===== src/rtl/mie_pkg.sv =====
// ----------------------------------------------------------------------------
// mie_pkg
// Shared types and constants for the modular inverse block: the microcode
// control word, the datapath status flags and the reset value of the modulus.
// ----------------------------------------------------------------------------
package mie_pkg;

    // Default operand width and the reset value of the modulus register.
    localparam int          WIDTH_DEFAULT = 32;
    localparam logic [63:0] MODULUS_RESET = 64'd1000000007;

    // Width of the microcode step counter.
    localparam int UPC_W = 4;

    // Datapath operations selected by the control word.
    typedef enum logic [2:0] {
        OP_NOP,
        OP_LOAD,
        OP_ALIGN,
        OP_DIVBIT,
        OP_INIT,
        OP_SETUP,
        OP_UPDATE,
        OP_FINAL
    } dp_op_t;

    // Jump conditions tested by the sequencer.
    typedef enum logic [2:0] {
        C_NEVER,
        C_ALWAYS,
        C_NO_INPUT,
        C_N_ZERO,
        C_CAN_SHIFT,
        C_K_NZ,
        C_R1_ZERO,
        C_OUT_BUSY
    } cond_t;

    // One microcode word: datapath operation, jump condition and jump target.
    typedef struct packed {
        dp_op_t           op;
        cond_t            cond;
        logic [UPC_W-1:0] target;
    } ctrl_word_t;

    // Flags the datapath reports back to the sequencer.
    typedef struct packed {
        logic n_zero;
        logic can_shift;
        logic k_nz;
        logic r1_zero;
        logic out_busy;
    } dp_status_t;

endpackage


===== src/rtl/mie_ucode_seq.sv =====
// ----------------------------------------------------------------------------
// mie_ucode_seq
// Microcode sequencer: a step counter, a read-only program of control words
// and conditional jumps on the datapath status flags.
// ----------------------------------------------------------------------------
module mie_ucode_seq (
    input  logic                clk,
    input  logic                rst_n,
    input  logic                in_valid,
    input  mie_pkg::dp_status_t status,
    output mie_pkg::ctrl_word_t ctrl,
    output logic                idle
);
    import mie_pkg::*;

    // Program step addresses.
    localparam logic [UPC_W-1:0] ST_WAIT   = UPC_W'(0);
    localparam logic [UPC_W-1:0] ST_CHECK  = UPC_W'(1);
    localparam logic [UPC_W-1:0] ST_RALIGN = UPC_W'(2);
    localparam logic [UPC_W-1:0] ST_RDIV   = UPC_W'(3);
    localparam logic [UPC_W-1:0] ST_INIT   = UPC_W'(4);
    localparam logic [UPC_W-1:0] ST_TEST   = UPC_W'(5);
    localparam logic [UPC_W-1:0] ST_ALIGN  = UPC_W'(6);
    localparam logic [UPC_W-1:0] ST_DIV    = UPC_W'(7);
    localparam logic [UPC_W-1:0] ST_UPDATE = UPC_W'(8);
    localparam logic [UPC_W-1:0] ST_FINAL  = UPC_W'(9);
    localparam logic [UPC_W-1:0] ST_RETURN = UPC_W'(10);

    // The program. The first division reduces the operand modulo n; the
    // loop from the test step to the update step is one Euclid quotient step.
    function automatic ctrl_word_t rom_word(input logic [UPC_W-1:0] addr);
        ctrl_word_t w;
        unique case (addr)
            ST_WAIT:   w = '{op: OP_LOAD,   cond: C_NO_INPUT,  target: ST_WAIT};
            ST_CHECK:  w = '{op: OP_NOP,    cond: C_N_ZERO,    target: ST_FINAL};
            ST_RALIGN: w = '{op: OP_ALIGN,  cond: C_CAN_SHIFT, target: ST_RALIGN};
            ST_RDIV:   w = '{op: OP_DIVBIT, cond: C_K_NZ,      target: ST_RDIV};
            ST_INIT:   w = '{op: OP_INIT,   cond: C_NEVER,     target: ST_WAIT};
            ST_TEST:   w = '{op: OP_SETUP,  cond: C_R1_ZERO,   target: ST_FINAL};
            ST_ALIGN:  w = '{op: OP_ALIGN,  cond: C_CAN_SHIFT, target: ST_ALIGN};
            ST_DIV:    w = '{op: OP_DIVBIT, cond: C_K_NZ,      target: ST_DIV};
            ST_UPDATE: w = '{op: OP_UPDATE, cond: C_ALWAYS,    target: ST_TEST};
            ST_FINAL:  w = '{op: OP_FINAL,  cond: C_OUT_BUSY,  target: ST_FINAL};
            ST_RETURN: w = '{op: OP_NOP,    cond: C_ALWAYS,    target: ST_WAIT};
            default:   w = '{op: OP_NOP,    cond: C_ALWAYS,    target: ST_WAIT};
        endcase
        return w;
    endfunction

    logic [UPC_W-1:0] upc_reg;
    logic [UPC_W-1:0] upc_next;
    logic             take;

    assign ctrl = rom_word(upc_reg);
    assign idle = (upc_reg == ST_WAIT);

    // Condition select and next step.
    always_comb
    begin
        unique case (ctrl.cond)
            C_NEVER:     take = 1'b0;
            C_ALWAYS:    take = 1'b1;
            C_NO_INPUT:  take = !in_valid;
            C_N_ZERO:    take = status.n_zero;
            C_CAN_SHIFT: take = status.can_shift;
            C_K_NZ:      take = status.k_nz;
            C_R1_ZERO:   take = status.r1_zero;
            C_OUT_BUSY:  take = status.out_busy;
            default:     take = 1'b0;
        endcase
        upc_next = take ? ctrl.target : upc_reg + UPC_W'(1);
    end

    // Step counter.
    always_ff @(posedge clk or negedge rst_n)
    begin
        if (!rst_n)
        begin
            upc_reg <= ST_WAIT;
        end
        else
        begin
            upc_reg <= upc_next;
        end
    end

endmodule


===== src/rtl/mie_datapath.sv =====
// ----------------------------------------------------------------------------
// mie_datapath
// Remainder, coefficient and division registers of the extended Euclid,
// with a shift-and-subtract divider and the output register.
// ----------------------------------------------------------------------------
module mie_datapath #(
    parameter int WIDTH = mie_pkg::WIDTH_DEFAULT
) (
    input  logic                clk,
    input  logic                rst_n,
    input  mie_pkg::ctrl_word_t ctrl,
    input  logic [WIDTH-1:0]    value,
    input  logic [WIDTH-1:0]    modulus,
    input  logic                out_stall,
    output mie_pkg::dp_status_t status,
    output logic [WIDTH-1:0]    inverse,
    output logic                exists,
    output logic                out_valid
);
    import mie_pkg::*;

    localparam int KW = $clog2(WIDTH);

    // Euclid state: remainders, coefficient magnitudes and sign of m0.
    logic [WIDTH-1:0] n_reg,   n_next;
    logic [WIDTH-1:0] r0_reg,  r0_next;
    logic [WIDTH-1:0] r1_reg,  r1_next;
    logic [WIDTH-1:0] m0_reg,  m0_next;
    logic [WIDTH-1:0] m1_reg,  m1_next;
    logic             neg0_reg, neg0_next;

    // Divider state: running remainder, aligned divisor, shift count and the
    // quotient times m1 built up most significant bit first.
    logic [WIDTH-1:0] rem_reg, rem_next;
    logic [WIDTH-1:0] d_reg,   d_next;
    logic [KW-1:0]    k_reg,   k_next;
    logic [WIDTH-1:0] acc_reg, acc_next;

    // Output register.
    logic [WIDTH-1:0] inverse_reg, inverse_next;
    logic             exists_reg,  exists_next;
    logic             out_valid_reg, out_valid_next;

    logic [WIDTH:0]   d_dbl;
    logic             can_shift;
    logic             fits;
    logic [WIDTH-1:0] rem_sub;
    logic [WIDTH-1:0] acc_dbl;
    logic [WIDTH-1:0] acc_add;
    logic [WIDTH-1:0] m_sum;
    logic [WIDTH-1:0] m_red;
    logic             ok;
    logic [WIDTH-1:0] inv_calc;
    logic             out_busy;

    // Divider and result arithmetic.
    always_comb
    begin
        d_dbl     = {d_reg, 1'b0};
        can_shift = (d_dbl <= {1'b0, rem_reg});
        fits      = (d_reg <= rem_reg);
        rem_sub   = rem_reg - d_reg;
        acc_dbl   = {acc_reg[WIDTH-2:0], 1'b0};
        acc_add   = acc_dbl + m1_reg;
        m_sum     = m0_reg + acc_reg;
        m_red     = (m0_reg == n_reg) ? '0 : m0_reg;
        ok        = (n_reg != '0) && (r0_reg == WIDTH'(1));
        if (!ok)
        begin
            inv_calc = '0;
        end
        else if (neg0_reg && (m_red != '0))
        begin
            inv_calc = n_reg - m_red;
        end
        else
        begin
            inv_calc = m_red;
        end
        out_busy = out_valid_reg && out_stall;
    end

    assign status = '{n_zero:    (n_reg == '0),
                      can_shift: can_shift,
                      k_nz:      (k_reg != '0),
                      r1_zero:   (r1_reg == '0),
                      out_busy:  out_busy};

    // Operation decoder.
    always_comb
    begin
        n_next       = n_reg;
        r0_next      = r0_reg;
        r1_next      = r1_reg;
        m0_next      = m0_reg;
        m1_next      = m1_reg;
        neg0_next    = neg0_reg;
        rem_next     = rem_reg;
        d_next       = d_reg;
        k_next       = k_reg;
        acc_next     = acc_reg;
        inverse_next = inverse_reg;
        exists_next  = exists_reg;
        out_valid_next = out_valid_reg && out_stall;
        unique case (ctrl.op)
            OP_NOP:
            begin
            end
            OP_LOAD:
            begin
                rem_next = value;
                d_next   = modulus;
                n_next   = modulus;
                k_next   = '0;
                acc_next = '0;
            end
            OP_ALIGN:
            begin
                if (can_shift)
                begin
                    d_next = d_dbl[WIDTH-1:0];
                    k_next = k_reg + KW'(1);
                end
            end
            OP_DIVBIT:
            begin
                if (fits)
                begin
                    rem_next = rem_sub;
                    acc_next = acc_add;
                end
                else
                begin
                    acc_next = acc_dbl;
                end
                if (k_reg != '0)
                begin
                    d_next = {1'b0, d_reg[WIDTH-1:1]};
                    k_next = k_reg - KW'(1);
                end
            end
            OP_INIT:
            begin
                // The sign flag starts set so that the first update leaves
                // m0 = 1 marked positive; the signs alternate from there.
                r0_next   = n_reg;
                r1_next   = rem_reg;
                m0_next   = '0;
                m1_next   = WIDTH'(1);
                neg0_next = 1'b1;
            end
            OP_SETUP:
            begin
                rem_next = r0_reg;
                d_next   = r1_reg;
                k_next   = '0;
                acc_next = '0;
            end
            OP_UPDATE:
            begin
                r0_next   = r1_reg;
                r1_next   = rem_reg;
                m0_next   = m1_reg;
                m1_next   = m_sum;
                neg0_next = !neg0_reg;
            end
            OP_FINAL:
            begin
                if (!out_busy)
                begin
                    inverse_next   = inv_calc;
                    exists_next    = ok;
                    out_valid_next = 1'b1;
                end
            end
            default:
            begin
            end
        endcase
    end

    // Payload registers.
    always_ff @(posedge clk)
    begin
        n_reg       <= n_next;
        r0_reg      <= r0_next;
        r1_reg      <= r1_next;
        m0_reg      <= m0_next;
        m1_reg      <= m1_next;
        neg0_reg    <= neg0_next;
        rem_reg     <= rem_next;
        d_reg       <= d_next;
        k_reg       <= k_next;
        acc_reg     <= acc_next;
        inverse_reg <= inverse_next;
        exists_reg  <= exists_next;
    end

    // Output valid flag.
    always_ff @(posedge clk or negedge rst_n)
    begin
        if (!rst_n)
        begin
            out_valid_reg <= 1'b0;
        end
        else
        begin
            out_valid_reg <= out_valid_next;
        end
    end

    assign inverse   = inverse_reg;
    assign exists    = exists_reg;
    assign out_valid = out_valid_reg;

endmodule


===== src/rtl/modular_inverse_ext_euclid.sv =====
// ----------------------------------------------------------------------------
// modular_inverse_ext_euclid
// Modular inverse of one operand by the extended Euclidean algorithm, run by
// a small microcode program over a shift-and-subtract datapath.
// ----------------------------------------------------------------------------
// Each input transaction carries an operand; one output transaction returns
// its inverse modulo the configured modulus in 0 to modulus-1 with exists set,
// or inverse 0 with exists clear when the gcd is not 1 (modulus 1 gives 0
// with exists set). The block works on one operand at a time and takes the
// next one once the previous result has been written to the output register
// and the program is back at its first step. Every division runs in the shared
// shift-and-subtract unit one bit per cycle: each quotient step aligns the
// divisor, subtracts bit by bit and then does its bookkeeping. The user must
// write the modulus through cfg_we and cfg_wdata only while the block is idle;
// the block itself does not enforce this. The modulus resets to 1000000007.
module modular_inverse_ext_euclid #(
    parameter int WIDTH = mie_pkg::WIDTH_DEFAULT
) (
    input  logic             clk,
    input  logic             rst_n,
    input  logic             cfg_we,
    input  logic [WIDTH-1:0] cfg_wdata,
    input  logic             in_valid,
    output logic             in_stall,
    input  logic [WIDTH-1:0] value,
    output logic             out_valid,
    input  logic             out_stall,
    output logic [WIDTH-1:0] inverse,
    output logic             exists
);
    import mie_pkg::*;

    localparam logic [WIDTH-1:0] MOD_RST = MODULUS_RESET[WIDTH-1:0];

    logic [WIDTH-1:0] modulus_reg;
    ctrl_word_t       ctrl;
    dp_status_t       status;
    logic             seq_idle;

    // Modulus configuration register.
    always_ff @(posedge clk or negedge rst_n)
    begin
        if (!rst_n)
        begin
            modulus_reg <= MOD_RST;
        end
        else if (cfg_we)
        begin
            modulus_reg <= cfg_wdata;
        end
    end

    // An operand is taken only while the program waits at its first step.
    assign in_stall = !seq_idle;

    mie_ucode_seq u_seq (
        .clk      (clk),
        .rst_n    (rst_n),
        .in_valid (in_valid),
        .status   (status),
        .ctrl     (ctrl),
        .idle     (seq_idle)
    );

    mie_datapath #(
        .WIDTH (WIDTH)
    ) u_dp (
        .clk       (clk),
        .rst_n     (rst_n),
        .ctrl      (ctrl),
        .value     (value),
        .modulus   (modulus_reg),
        .out_stall (out_stall),
        .status    (status),
        .inverse   (inverse),
        .exists    (exists),
        .out_valid (out_valid)
    );

endmodule


===== config.mk =====
export PLATFORM = sky130hd
export DESIGN_NAME = modular_inverse_ext_euclid
export DESIGN_NICKNAME = d
export VERILOG_FILES = /design/src/rtl/mie_pkg.sv /design/src/rtl/mie_ucode_seq.sv /design/src/rtl/mie_datapath.sv /design/src/rtl/modular_inverse_ext_euclid.sv
export SDC_FILE = /design/constraint.sdc
export NUM_CORES = 1
export LEC_CHECK = 0
export BUFFER_PORTS_ARGS = -buffer_cell sky130_fd_sc_hd__buf_2
export CORE_ASPECT_RATIO = 1.5
export CORE_UTILIZATION = 57
export CTS_CLUSTER_SIZE = 20
export DETAILED_ROUTE_END_ITERATION = 8
export PLACE_DENSITY = 0.78
export SETUP_SLACK_MARGIN = 0.4
export SLEW_MARGIN = 20
export SYNTH_ARGS = -nofsm -noshare
export SYNTH_HDL_FRONTEND = slang
export SYNTH_SLANG_ARGS = --single-unit

===== constraint.sdc =====
create_clock -name clk -period 5.3 [get_ports clk]
set_clock_uncertainty 0.05 [all_clocks]
set_input_delay 0.53 -clock clk [delete_from_list [all_inputs] [get_ports clk]]
set_output_delay 0.53 -clock clk [all_outputs]
set_load 0.02 [all_outputs]

==> impl_metrics.csv <==
group,metric,value,unit
critical_path,cp.arrival,4990,ps
critical_path,worstPathRequired,5530,ps
drt,antenna_left,0,
critical_path,cp-end-kind,"register",
cts,numClockSinks,332,
global_routing,grt_pass1_vias,17000,
drt,detail_route.wl_per_cell,23.5,um
cts,cts_hold_buffers,0,
yosys,yosysSeqAreaShare,46.3,%
floorplanning,core_area,0.0367,mm^2
yosys,synth_nets,2318,
yosys,synth_edf_count,295,
drt,drt_wl_total,63700,um
critical_path,setup.worst_path.start,"u_dp.n_reg[27]",
sta,worstMarginPinSlew,976,ps
yosys,synthCells,2083,
drt,drc,0,
placed_design,hpwl,47500,um
finish,fin_nets,2429,
cts,numCtsBuffers,36,
cts,clk_latency,550,ps
global_routing,grt_pass1_wl,97200,um
sta,slew_viol_final,0,
placed_design,gp_congestion,0.971,
global_routing,grt_usage,33.4,%
power_and_ir_drop,p_leak,9.64,nW
finish,areaGrowthSynthToFinish,12.1,%
critical_path,r2r_end,"u_dp.inverse[25]",
cts,h-tree-depth,2,
yosys,yosys_warnings,0,
yosys,async_reset_ff_share,11.1,%
yosys,synth_cell_types,81,
floorplanning,io_pins,104,
yosys,synthesis.area,0.0212,mm^2
cts,clock_tree.buffer_depth,3,
finish,drive_gt1_share,13.6,%
sta,post-route-min-period,4750,ps
cts,cts-root-buf,"clkbuf_16",
drt,avgViaCountPerCell,6.35,
sta,finalCritPeriodShare,89.7,%
global_routing,grt_max_degree,65,
yosys,ys_ff_latch,332,
critical_path,rrSetupSlack,550,ps
sta,hold_viol_final,0,
yosys,ys.flop_type,"edfxtp_1",
sta,rsz0062_at_grt,"no",
sta,setup_viol,0,
critical_path,crit_path_start_kind,"register",
critical_path,crit_type,"reg -> reg",
sta,fmax,210,MHz
global_routing,antenna_found_initial,0,
power_and_ir_drop,vdd_drop_max,0.000236,V
cts,clkSlewWorstSetupHoldPaths,70,ps
status,status,"completed",
sta,slew_headroom,34.7,%
critical_path,r2r_start,"u_dp.n_reg[27]",
floorplanning,dieArea,0.0380,mm^2
floorplanning,die_y,238,um
yosys,yosys-top-cells-area,"edfxtp_1 (42%), ha_1 (9.5%), xnor2_1 (4.2%), nand2_1 (3.8%), nor2_1 (3.6%)",
drt,drt_iter0_markers,1870,
worst_hold_path,hp-class,"in -> async",
power_and_ir_drop,p_per_area,240,mW/mm^2
floorplanning,initial_core_util,57.7,%
yosys,synth_area_leader_cell,"edfxtp_1",
floorplanning,die_w,159,um
drt,drt_first_pass_iters,6,
floorplanning,row_count,86,
drt,vias,17200,
yosys,netlist.area_leader.share,41.8,%
global_routing,overflow,0,
placed_design,io_buffers,103,
sta,fin_tns_setup,0,ps
critical_path,crit_fanout,11,
finish,finish.utilization,64.7,%
critical_path,rr_worst_depth,22,
cts,cts_tree,"done",
job,cap_violations,0,
yosys,synth_area_per_cell,10.2,um^2
## logic make-up after synthesis
kind of cell	count (synthesis)	share of synthesized area [%]
and+or+nand+nor	656	14.3
AOI/OAI and AO/OA	548	17.5
adders and majority gates	166	9.98
muxes	58	2.93
DFF	332	46.3
xor gates and xnor gates	139	5.75
buffers and inverters	184	3.33
## critical path, cell delays in order (launching register included)
cell	delay (ps)
edfxtp_1	490
xnor2_1	240
buf_4	160
nand4_1	80
nor4_1	290
buf_4	170
nand2_1	80
buf_4	200
nand2_1	150
ha_1	250
nor2b_1	140
o31a_1	250
o21ai_0	300
a31oi_1	230
nor3b_1	190
buf_4	160
nor2_1	200
o21ai_0	120
buf_4	170
nand2_1	60
o21ai_0	120
xor2_1	180
a22o_1	220
## area by class of cell
type | instances | area (um^2)
inverter | 110 | 413
antenna | 1 | 2.50
tap | 484 | 606
fill | 2883 | 12900
clock inverter | 20 | 262
multi-input combinational | 1567 | 10800
sequential | 332 | 9800
timing repair buffer | 147 | 858
clock buffer | 46 | 990
## power breakdown
group / leakage (nW) / total (mW) / internal (mW) / switching, mW
clock network: 0.592 / 2.71 / 1.59 / 1.13
registers: 3.14 / 2.89 / 2.85 / 0.0390
logic: 5.90 / 0.0832 / 0.0474 / 0.0358
total: 9.64 / 5.69 / 4.49 / 1.20
## cell usage after synthesis (5+ instances only)
cell type / instances
or2_2: 6
nor3_1: 20
fa_1: 5
dfrtp_1: 21
nor2b_1: 21
mux2i_1: 26
o22ai_1: 6
clkbuf_1: 65
o31ai_1: 9
o21ai_0: 90
o211ai_1: 7
o21bai_1: 12
xnor2_1: 102
nand3_1: 22
and3_1: 12
and2_1: 39
a22oi_1: 60
o21ai_1: 6
o21a_1: 26
ha_1: 161
nand2_1: 217
inv_1: 109
a221oi_1: 8
a211oi_1: 13
a31oi_1: 18
dfstp_2: 16
edfxtp_1: 295
nor4_1: 39
a221o_1: 25
or3_1: 8
nor2_1: 205
a21o_1: 63
mux2_2: 32
xor2_1: 37
a22o_1: 9
a21oi_1: 141
nand2b_1: 20
nand4_1: 32
## per-stage QoR
stage | total power [mW] | area, um^2 | hold slack [ps] | worst slack [ps] | std cells
after global placement | 3.03 | 22400 | 416 | 330 | 2640
after detailed placement | 3.03 | 22400 | 429 | 311 | 2640
after global routing | 5.81 | 23700 | 107 | 400 | 2706
final | 5.69 | 23800 | 32.1 | 547 | 2707
after floorplan | 2.96 | 21200 | 184 | 542 | 2083
after CTS | 5.71 | 23700 | 54.6 | 459 | 2706
## worst max path at each step
stage / endpoint / slack [ps] / cells past startpoint
after floorplan: u_dp.d_reg[0] / 540 / 7
after global placement: u_dp.inverse[30] / 330 / 18
after detailed placement: u_dp.inverse[30] / 310 / 18
after CTS: u_dp.inverse[19] / 460 / 18
after global routing: u_dp.inverse[24] / 400 / 23
final: u_dp.inverse[25] / 550 / 22
## metal layers
layer  routed length [um]  GRT usage (%)  vias to the layer above
met5                    0              0                        -
met4                 3490           17.2                        0
met3                 4190           3.63                      159
met2                31400           58.1                      784
met1                24600           41.0                     8286
li1                     -              -                     7949
## timing repair
action                     in CTS  in global routing
hold endpoints to repair        0                  0
setup endpoints to repair       2                 12
setup buffers                   0                  0
gates resized for setup         1                 10
## cell usage in the layout, fill, tap and decap left out, types with 60 or more instances in the layout
cell type,instances
nand2_1,217
a21oi_1,140
nor2_1,200
edfxtp_1,295
xnor2_1,98
buf_2,103
inv_1,109
ha_1,161
a22oi_1,60
o21ai_0,89
a21o_1,62
(Power assumes the default switching activity.)
